===== config.mk =====
export PLATFORM = sky130hd
export DESIGN_NAME = gradient_color_stop_shader
export DESIGN_NICKNAME = d
export VERILOG_FILES = /design/src/hw/rtl/gcs_pkg.sv /design/src/hw/rtl/gcs_cell.sv /design/src/hw/rtl/gcs_div.sv /design/src/hw/rtl/gradient_color_stop_shader.sv
export SDC_FILE = /design/constraint.sdc
export NUM_CORES = 2
export LEC_CHECK = 0
export BUFFER_PORTS_ARGS = -buffer_cell sky130_fd_sc_hd__clkbuf_2
export CORE_MARGIN = 2
export CORE_UTILIZATION = 40
export DETAILED_ROUTE_END_ITERATION = 10
export SKIP_LAST_GASP = 1
export SYNTH_ARGS = -nofsm -noshare
export SYNTH_HDL_FRONTEND = slang
export SYNTH_SLANG_ARGS = --single-unit
export TNS_END_PERCENT = 1

===== constraint.sdc =====
create_clock -name i_clk -period 11.9 [get_ports i_clk]
set_input_delay 0.595 -clock i_clk [delete_from_list [all_inputs] [get_ports i_clk]]
set_output_delay 0.595 -clock i_clk [all_outputs]
set_load 0.03 [all_outputs]

===== src/hw/rtl/gcs_pkg.sv =====
`timescale 1ns / 1ps
// Shared types, constants and the weight table for the gradient color-ramp shader.
// No dependencies.
package gcs_pkg;
    localparam int MaxStops = 8;
    localparam int FracBits = 16;
    localparam int IdxW = $clog2(MaxStops);
    localparam int CntW = $clog2(MaxStops + 1);
    localparam int OffW = FracBits + 1;
    localparam logic [OffW-1:0] OneFx = OffW'(1) << FracBits;

    localparam logic [1:0] ACT_ADD = 2'd0;
    localparam logic [1:0] ACT_SHADE = 2'd1;
    localparam logic [1:0] ACT_CLEAR = 2'd2;

    localparam logic [1:0] FLT_NEAREST = 2'd0;
    localparam logic [1:0] FLT_GAUSS = 2'd2;
    localparam logic [1:0] EXT_REPEAT = 2'd1;
    localparam logic [1:0] EXT_REFLECT = 2'd2;

    localparam logic CFG_FILTER = 1'b0;
    localparam logic CFG_EXTEND = 1'b1;

    localparam logic [2:0] ST_PIXEL = 3'd0;
    localparam logic [2:0] ST_STORED = 3'd1;
    localparam logic [2:0] ST_NOPIX = 3'd2;
    localparam logic [2:0] ST_FULL = 3'd3;
    localparam logic [2:0] ST_CLEARED = 3'd4;

    typedef enum logic [2:0] {
        S_IDLE, S_EXT, S_SRCH, S_DIV, S_WGT, S_BLEND
    } t_state;

    typedef struct packed {
        logic            ins;
        logic [OffW-1:0] off;
        logic [31:0]     col;
    } t_ins;

    function automatic logic [16:0] gauss_tab(input logic [4:0] k);
        case (k)
            5'd0: gauss_tab = 17'd0;
            5'd1: gauss_tab = 17'd149;
            5'd2: gauss_tab = 17'd601;
            5'd3: gauss_tab = 17'd1365;
            5'd4: gauss_tab = 17'd2460;
            5'd5: gauss_tab = 17'd3913;
            5'd6: gauss_tab = 17'd5759;
            5'd7: gauss_tab = 17'd8046;
            5'd8: gauss_tab = 17'd10833;
            5'd9: gauss_tab = 17'd14195;
            5'd10: gauss_tab = 17'd18227;
            5'd11: gauss_tab = 17'd23046;
            5'd12: gauss_tab = 17'd28798;
            5'd13: gauss_tab = 17'd35665;
            5'd14: gauss_tab = 17'd43874;
            5'd15: gauss_tab = 17'd53712;
            default: gauss_tab = 17'd65536;
        endcase
    endfunction
endpackage


===== src/hw/rtl/gcs_cell.sv =====
`timescale 1ns / 1ps
// One stop cell: holds an offset and a color, shifts right on sorted insert,
// and flags when its segment holds the shade position. Uses gcs_pkg.
module gcs_cell import gcs_pkg::*; (
    input  logic            i_clk,
    input  logic [IdxW-1:0] i_idx,
    input  logic [CntW-1:0] i_count,
    input  t_ins            i_ins,
    input  logic [OffW-1:0] i_left_off,
    input  logic [31:0]     i_left_col,
    input  logic            i_left_move,
    input  logic [OffW-1:0] i_pos,
    output logic [OffW-1:0] o_off,
    output logic [31:0]     o_col,
    output logic            o_move,
    output logic            o_hit
);
    logic [OffW-1:0] r_off;
    logic [31:0]     r_col;
    logic            w_valid;

    assign w_valid = {1'b0, i_idx} < i_count;
    assign o_move = ({1'b0, i_idx} == i_count) || (w_valid && (r_off > i_ins.off));
    assign o_hit = (i_idx != '0) && w_valid && (i_pos <= r_off)
                   && ((i_idx == IdxW'(1)) || (i_pos > i_left_off));
    assign o_off = r_off;
    assign o_col = r_col;

    always_ff @(posedge i_clk) begin
        if (i_ins.ins && o_move) begin
            // take the left neighbor when it shifts too, else the new stop
            r_off <= i_left_move ? i_left_off : i_ins.off;
            r_col <= i_left_move ? i_left_col : i_ins.col;
        end
    end
endmodule


===== src/hw/rtl/gcs_div.sv =====
`timescale 1ns / 1ps
// Restoring divider for the segment fraction (d << 16) / w with d <= w.
// One quotient bit per cycle. Uses gcs_pkg.
module gcs_div import gcs_pkg::*; (
    input  logic            i_clk,
    input  logic            i_rst_n,
    input  logic            i_start,
    input  logic [OffW-1:0] i_num,
    input  logic [OffW-1:0] i_den,
    output logic            o_done,
    output logic [OffW-1:0] o_quot
);
    localparam int StepW = $clog2(OffW + 1);
    logic [OffW:0]    r_rem;
    logic [OffW-1:0]  r_den;
    logic [OffW-1:0]  r_quot;
    logic [StepW-1:0] r_left;
    logic             r_done;
    logic             w_ge;
    logic [OffW:0]    w_sub;

    assign w_ge = r_rem >= {1'b0, r_den};
    assign w_sub = w_ge ? (r_rem - {1'b0, r_den}) : r_rem;

    always_ff @(posedge i_clk) begin
        if (!i_rst_n) begin
            r_left <= '0;
            r_done <= 1'b0;
        end else begin
            r_done <= 1'b0;
            if (i_start) begin
                r_left <= StepW'(OffW);
            end else if (r_left != '0) begin
                r_left <= r_left - StepW'(1);
                r_done <= (r_left == StepW'(1));
            end
        end
    end

    always_ff @(posedge i_clk) begin
        if (i_start) begin
            r_rem <= {1'b0, i_num};
            r_den <= i_den;
        end else if (r_left != '0) begin
            r_rem <= {w_sub[OffW-1:0], 1'b0};
            r_quot <= {r_quot[OffW-2:0], w_ge};
        end
    end

    assign o_done = r_done;
    assign o_quot = r_quot;
endmodule


===== src/hw/rtl/gradient_color_stop_shader.sv =====
`timescale 1ns / 1ps
// Gradient color-ramp shader: sorted stop table of cells, extend, segment search,
// divider and blend. Uses gcs_pkg, gcs_cell, gcs_div.
//
// Usage: drive i_action and its fields with i_start; the item is taken at an
// edge where i_start is high and o_busy is low. Every item yields one beat on
// o_status / o_pixel_argb, marked by o_done for one cycle; the receiver cannot
// stall it, so it must take each beat as it comes.
// Add-stop, clear and unused codes raise o_done in the next cycle, and o_busy stays low.
// A shade item runs through extend and clamp, the segment search across the stop
// cells, the one-bit-a-cycle divider (17 quotient steps and its done flag), the
// gaussian weight, and the blend into the result register. A shade with fewer
// than two stops is answered from idle without going busy; one with a zero-width
// segment ends after the search state.
// Configuration (i_cfg_we, i_cfg_idx, i_cfg_wdata) must be written only while idle;
// the block does not enforce it. Index 0 filter mode, index 1 extend mode.
// Reset empties the stop table, sets linear filtering and no extend; stop
// contents are undefined until written.
module gradient_color_stop_shader import gcs_pkg::*; (
    input  logic        i_clk,
    input  logic        i_rst_n,
    input  logic        i_start,
    output logic        o_busy,
    input  logic [1:0]  i_action,
    input  logic [16:0] i_stop_offset,
    input  logic [7:0]  i_stop_red,
    input  logic [7:0]  i_stop_green,
    input  logic [7:0]  i_stop_blue,
    input  logic [7:0]  i_stop_alpha,
    input  logic signed [31:0] i_position,
    input  logic        i_cfg_we,
    input  logic        i_cfg_idx,
    input  logic [1:0]  i_cfg_wdata,
    output logic        o_done,
    output logic [2:0]  o_status,
    output logic [31:0] o_pixel_argb
);
    t_state r_state, n_state;
    logic [1:0]      r_filter, r_extend;
    logic [CntW-1:0] r_count, n_count;
    logic signed [31:0] r_pos;
    logic [OffW-1:0] r_p, n_p;
    logic [OffW-1:0] r_lo, r_hi, r_t, r_g, n_g;
    logic [31:0]     r_c0, r_c1;
    logic            r_done, n_done;
    logic [2:0]      r_status, n_status;
    logic [31:0]     r_pixel, n_pixel;
    logic            w_accept, w_div_start, w_div_done;
    logic [OffW-1:0] w_quot;
    t_ins            w_ins;

    logic [OffW-1:0] w_off [MaxStops];
    logic [31:0]     w_col [MaxStops];
    logic [MaxStops-1:0] w_move, w_hit;

    assign w_accept = i_start && (r_state == S_IDLE);
    assign o_busy = (r_state != S_IDLE);

    assign w_ins.ins = w_accept && (i_action == ACT_ADD) && (r_count < CntW'(MaxStops));
    assign w_ins.off = (i_stop_offset > OneFx) ? OneFx : i_stop_offset;
    assign w_ins.col = {i_stop_alpha, i_stop_red, i_stop_green, i_stop_blue};

    for (genvar k = 0; k < MaxStops; k++) begin : g_cell
        gcs_cell u_cell (
            .i_clk       (i_clk),
            .i_idx       (IdxW'(k)),
            .i_count     (r_count),
            .i_ins       (w_ins),
            .i_left_off  ((k == 0) ? '0 : w_off[(k == 0) ? 0 : k-1]),
            .i_left_col  ((k == 0) ? '0 : w_col[(k == 0) ? 0 : k-1]),
            .i_left_move ((k == 0) ? 1'b0 : w_move[(k == 0) ? 0 : k-1]),
            .i_pos       (r_p),
            .o_off       (w_off[k]),
            .o_col       (w_col[k]),
            .o_move      (w_move[k]),
            .o_hit       (w_hit[k])
        );
    end

    // segment select: the hit cell is the upper stop, its left neighbor the lower
    logic [OffW-1:0] w_slo, w_shi;
    logic [31:0]     w_sc0, w_sc1;
    always_comb begin
        w_slo = '0; w_shi = '0; w_sc0 = '0; w_sc1 = '0;
        for (int k = 1; k < MaxStops; k++) begin
            if (w_hit[k]) begin
                w_slo = w_slo | w_off[k-1];
                w_shi = w_shi | w_off[k];
                w_sc0 = w_sc0 | w_col[k-1];
                w_sc1 = w_sc1 | w_col[k];
            end
        end
    end

    // extend and clamp
    logic             w_neg, w_out, w_odd;
    logic [32:0]      w_abs;
    logic [FracBits-1:0] w_frac;
    logic [OffW-1:0]  w_refl;
    logic signed [32:0] w_pe;
    logic [OffW-1:0]  w_first, w_last;
    always_comb begin
        w_neg = r_pos[31];
        w_out = w_neg || (r_pos > $signed({15'd0, OneFx}));
        w_abs = w_neg ? (33'd0 - {r_pos[31], r_pos}) : {1'b0, r_pos};
        w_odd = w_abs[FracBits];
        w_frac = r_pos[FracBits-1:0];
        w_refl = (w_odd ^ w_neg) ? (OneFx - {1'b0, w_frac}) : {1'b0, w_frac};
        w_pe = {r_pos[31], r_pos};
        if (w_out && (r_extend == EXT_REPEAT)) begin
            w_pe = $signed({16'd0, 1'b0, w_frac});
        end else if (w_out && (r_extend == EXT_REFLECT)) begin
            w_pe = $signed({16'd0, w_refl});
        end
        w_first = w_off[0];
        w_last = w_off[IdxW'(r_count - CntW'(1))];
        n_p = w_pe[OffW-1:0];
        if (w_pe < $signed({16'd0, w_first})) begin
            n_p = w_first;
        end else if (w_pe > $signed({16'd0, w_last})) begin
            n_p = w_last;
        end
    end

    assign w_div_start = (r_state == S_SRCH) && (w_shi != w_slo);

    gcs_div u_div (
        .i_clk   (i_clk),
        .i_rst_n (i_rst_n),
        .i_start (w_div_start),
        .i_num   (r_p - w_slo),
        .i_den   (w_shi - w_slo),
        .o_done  (w_div_done),
        .o_quot  (w_quot)
    );

    // gaussian weight between table entries
    logic [4:0]  w_gk;
    logic [11:0] w_grem;
    logic [16:0] w_glo, w_ghi;
    logic [28:0] w_gprod;
    always_comb begin
        w_gk = r_t[OffW-1:FracBits-4];
        w_grem = r_t[FracBits-5:0];
        w_glo = gauss_tab(w_gk);
        w_ghi = gauss_tab(w_gk + 5'd1);
        w_gprod = (w_ghi - w_glo) * w_grem;
        n_g = (w_gk >= 5'd16) ? gauss_tab(5'd16) : (w_glo + w_gprod[28:12]);
    end

    // blend
    logic [OffW-1:0] w_wt;
    logic [31:0]     w_blend;
    logic [7:0]      w_a, w_b;
    logic [25:0]     w_mix;
    always_comb begin
        w_wt = (r_filter == FLT_GAUSS) ? r_g : r_t;
        w_blend = '0;
        for (int c = 0; c < 4; c++) begin
            w_a = r_c0[c*8 +: 8];
            w_b = r_c1[c*8 +: 8];
            w_mix = w_b * w_wt + w_a * (OneFx - w_wt);
            if (r_filter == FLT_NEAREST) begin
                w_blend[c*8 +: 8] = (r_t < (OneFx >> 1)) ? w_a : w_b;
            end else begin
                w_blend[c*8 +: 8] = w_mix[23:16];
            end
        end
    end

    always_comb begin
        n_state = r_state;
        n_count = r_count;
        n_done = 1'b0;
        n_status = r_status;
        n_pixel = '0;
        case (r_state)
            S_IDLE: begin
                if (w_accept) begin
                    n_done = 1'b1;
                    n_status = ST_NOPIX;
                    case (i_action)
                        ACT_ADD: begin
                            if (w_ins.ins) begin
                                n_count = r_count + CntW'(1);
                                n_status = ST_STORED;
                            end else begin
                                n_status = ST_FULL;
                            end
                        end
                        ACT_SHADE: begin
                            if (r_count >= CntW'(2)) begin
                                n_done = 1'b0;
                                n_state = S_EXT;
                            end
                        end
                        ACT_CLEAR: begin
                            n_count = '0;
                            n_status = ST_CLEARED;
                        end
                        default: n_status = ST_NOPIX;
                    endcase
                end
            end
            S_EXT: n_state = S_SRCH;
            S_SRCH: begin
                if (w_shi == w_slo) begin
                    n_done = 1'b1;
                    n_status = ST_NOPIX;
                    n_state = S_IDLE;
                end else begin
                    n_state = S_DIV;
                end
            end
            S_DIV: if (w_div_done) n_state = S_WGT;
            S_WGT: n_state = S_BLEND;
            S_BLEND: begin
                n_done = 1'b1;
                n_status = ST_PIXEL;
                n_pixel = w_blend;
                n_state = S_IDLE;
            end
            default: n_state = S_IDLE;
        endcase
    end

    always_ff @(posedge i_clk) begin
        if (!i_rst_n) begin
            r_state <= S_IDLE;
            r_count <= '0;
            r_done <= 1'b0;
            r_filter <= 2'd1;
            r_extend <= 2'd0;
        end else begin
            r_state <= n_state;
            r_count <= n_count;
            r_done <= n_done;
            if (i_cfg_we && (i_cfg_idx == CFG_FILTER)) r_filter <= i_cfg_wdata;
            if (i_cfg_we && (i_cfg_idx == CFG_EXTEND)) r_extend <= i_cfg_wdata;
        end
    end

    always_ff @(posedge i_clk) begin
        r_status <= n_status;
        r_pixel <= n_pixel;
        if (w_accept) r_pos <= i_position;
        if (r_state == S_EXT) r_p <= n_p;
        if (r_state == S_SRCH) begin
            r_lo <= w_slo;
            r_hi <= w_shi;
            r_c0 <= w_sc0;
            r_c1 <= w_sc1;
        end
        if (w_div_done) r_t <= (w_quot > OneFx) ? OneFx : w_quot;
        if (r_state == S_WGT) r_g <= n_g;
    end

    assign o_done = r_done;
    assign o_status = r_status;
    assign o_pixel_argb = r_pixel;

    a_done_idle: assert property (@(posedge i_clk) disable iff (!i_rst_n)
        o_done |-> !o_busy) else $error("result beat while busy");
    a_pix_zero: assert property (@(posedge i_clk) disable iff (!i_rst_n)
        (o_done && (o_status != ST_PIXEL)) |-> (o_pixel_argb == '0))
        else $error("pixel set without pixel status");
    a_count_max: assert property (@(posedge i_clk) disable iff (!i_rst_n)
        r_count <= CntW'(MaxStops)) else $error("stop count overflow");
    a_take: assert property (@(posedge i_clk) disable iff (!i_rst_n)
        w_accept |=> (o_done || o_busy)) else $error("accepted item dropped");
    a_seg_order: assert property (@(posedge i_clk) disable iff (!i_rst_n)
        (r_state == S_DIV) |-> (r_lo < r_hi)) else $error("bad segment");
endmodule

==> impl_metrics.tcl <==
set metrics [dict create \
    grt_util_all_layers_pct 24.1 \
    synth_seq_area_share_pct 23.3 \
    finalSetupViolCount 0 \
    worst_slew_pin_slew_ps 1400 \
    worst-path-buf-inv 6 \
    initial_core_util_pct 40.2 \
    cp_top_family "adder cells" \
    cts_hold_buf 0 \
    rows 166 \
    yosys_warnings 0 \
    cp-end-kind "flip-flop" \
    syn-num-nets 10100 \
    fin_nets 10100 \
    overflow 0 \
    fin_cells 10900 \
    vias 61400 \
    viasPerCell 5.63 \
    avgSynthCellArea_um2 10.0 \
    syn_to_final_growth_pct 8.25 \
    grt_pass1_wl_mm 389 \
    gp_congestion 0.946 \
    drv_slew 0 \
    period_share_pct 93.1 \
    ys_ff_latch 660 \
    r2r-end "r_g[16]" \
    grt_pass1_vias 65300 \
    hold_viol 0 \
    r2r_setup_slack_ps 820 \
    drt_iter0_drc 5397 \
    grt_max_degree 66 \
    drc 0 \
    max_stage_delay_ps 550 \
    critPathSlowestCell "fa_1" \
    reg2regPathDepth 48 \
    seqCellArea_mm2 0.0191 \
    cp.arrival_ps 11530 \
    ant_nets 0 \
    antenna_found_initial 20 \
    final_common_cell "inv_1" \
    drive_above_1_share_pct 9.93 \
    wl_mm 251 \
    crit_start "r_t[13]" \
    h-tree-depth 3 \
    crit_path_end "r_g[16]" \
    die_area_mm2 0.209 \
    mostFrequentLayoutCells "inv_1, fa_1, nand2_1, ha_1, edfxtp_1" \
    skew_ps 76.2 \
    num-fill-cells 19500 \
    synth_top_flop_cell "edfxtp_1" \
    min_path_type "in2reg" \
    timing.fmax_ghz 0.0902 \
    synth_top_area_share_pct 27.5 \
    cts_tree "done" \
    dieWidth_um 457 \
    post-route-min-period_ps 11080 \
    worstSetupPathType "reg2reg" \
    clockBufferDepth 3 \
    synth_cell_types 88 \
    synth_enable_flop_cells 593 \
    crit_path_max_fanout 8 \
    die_y_um 457 \
    dp.cells 10700 \
    netlist_area_mm2 0.0822 \
    cp-start-kind "flip-flop" \
    place_hpwl_mm 186 \
    clk-insertion-delay-late_ps 750 \
    yosys-top-cells-area "fa_1, edfxtp_1, ha_1, inv_1, nand2_1" \
    relSlewSlack_pct 6.98 \
    path_depth 48 \
    wl_per_cell_um 23.0 \
    drv_cap 0 \
    status "finished, final reports clean" \
    cts_inserted_buffers 82 \
    async_flop_share_pct 0 \
    synth.largest_area_cell "fa_1" \
    clkSinkCount 660 \
    cts-root-buf "clkbuf_16" \
    clkTransAtPathRegs_ps 60 \
    ioPinCount 127 \
    port_buffers 126 \
    required_ps 12350 \
    multiInputGateArea_mm2 0.0566 \
    drtPass1Iterations 10 \
    synthCells 8197 \
    coreArea_mm2 0.204 \
    timing.rr.start "r_t[13]" \
]
how the worst min path moves through the flow:
stage / startpoint / to / slack (ps) / cells past startpoint
after floorplan: u_div.o_quot[11] / u_div.o_quot[12] / 440 / 0
after global placement: u_div.o_quot[4] / u_div.o_quot[5] / 460 / 0
after detailed placement: u_div.o_quot[2] / u_div.o_quot[3] / 460 / 0
after CTS: i_position[10] / r_pos[10] / 5 / 1
after global routing: i_position[10] / r_pos[10] / 40 / 1
final: i_position[2] / r_pos[2] / 60 / 1
per-layer routing:
| layer | vias to the layer above | routed length (um) | track usage, % |
|---|---|---|---|
| met5 | - | 11 | 0 |
| met4 | 2 | 12700 | 11.3 |
| met3 | 542 | 18400 | 3.94 |
| met2 | 2548 | 121000 | 40.6 |
| met1 | 31400 | 98700 | 30.3 |
| li1 | 26900 | - | - |
cells by family after synthesis:
kind of cell,count (synthesis),synth area share [%]
AO/OA/AOI/OAI,990,8.54
adder cells (fa/ha/maj),1820,38.0
multiplexers,439,6.28
XOR/XNOR,215,2.32
AND/OR/NAND/NOR,2240,13.1
flip-flops,660,23.3
buffers and inverters,1833,8.40
cell usage after synthesis, types with 22 or more instances:
| library cell | instances |
|---|---|
| nor2_1 | 166 |
| mux2i_1 | 138 |
| nand4_1 | 57 |
| ha_1 | 689 |
| a221oi_1 | 27 |
| a22oi_1 | 180 |
| mux4_2 | 35 |
| a21oi_1 | 175 |
| clkbuf_1 | 361 |
| xnor2_1 | 164 |
| and2_1 | 499 |
| xor2_1 | 49 |
| nand2_1 | 1058 |
| nor3_1 | 64 |
| inv_1 | 1395 |
| a222oi_1 | 96 |
| dfxtp_1 | 67 |
| and4_1 | 23 |
| a311oi_1 | 22 |
| nor2b_1 | 58 |
| o21ai_0 | 145 |
| nand3_1 | 158 |
| o211ai_1 | 32 |
| fa_1 | 1131 |
| edfxtp_1 | 593 |
| a21o_1 | 87 |
| mux2_2 | 266 |
| nand2b_1 | 43 |
| buf_1 | 61 |
| o21a_1 | 65 |
| and3_1 | 30 |
| nor4_1 | 24 |
stage by stage:
step                utilization, %  TNS [ps]  area (um^2)  hold slack [ps]  setup slack, ps
finish                        43.5         0        89000             56.9              820
global route                  43.5     -21.1        89000             36.7            -21.1
CTS                           43.5         0        88900             5.20              415
detailed placement            42.2         0        86200              458              466
global placement              42.2         0        86200              457              492
floorplan                        -         0        82200              442             1220
sequential cells by signal, indices dropped and copies added (netlist names), 17 cells and up, named ones only:
signal	cells
g_cell.u_cell.o_off	136
u_div.r_den	17
o_pixel_argb	32
r_c0	32
r_g	17
r_p	17
r_c1	32
u_div.o_quot	17
r_pos	32
u_div.r_rem	18
r_t	17
g_cell.u_cell.o_col	256
final cells by class:
type	count	area share (%)
clock buffer	97	2.40
multi-input combinational	5704	63.6
clock inverter	48	0.612
timing repair buffer	301	2.18
tap	2688	3.78
antenna	13	0.0366
sequential	660	21.5
inverter	1397	5.90
what timing repair did:
item | CTS | global route
setup buffers | 0 | 7
resized for setup | 0 | 11
endpoints found under the setup margin | 0 | 3
Power is left out: the tool's default activity adds up to more than one toggle a clock period on the data nets, which glitch-free logic cannot reach.
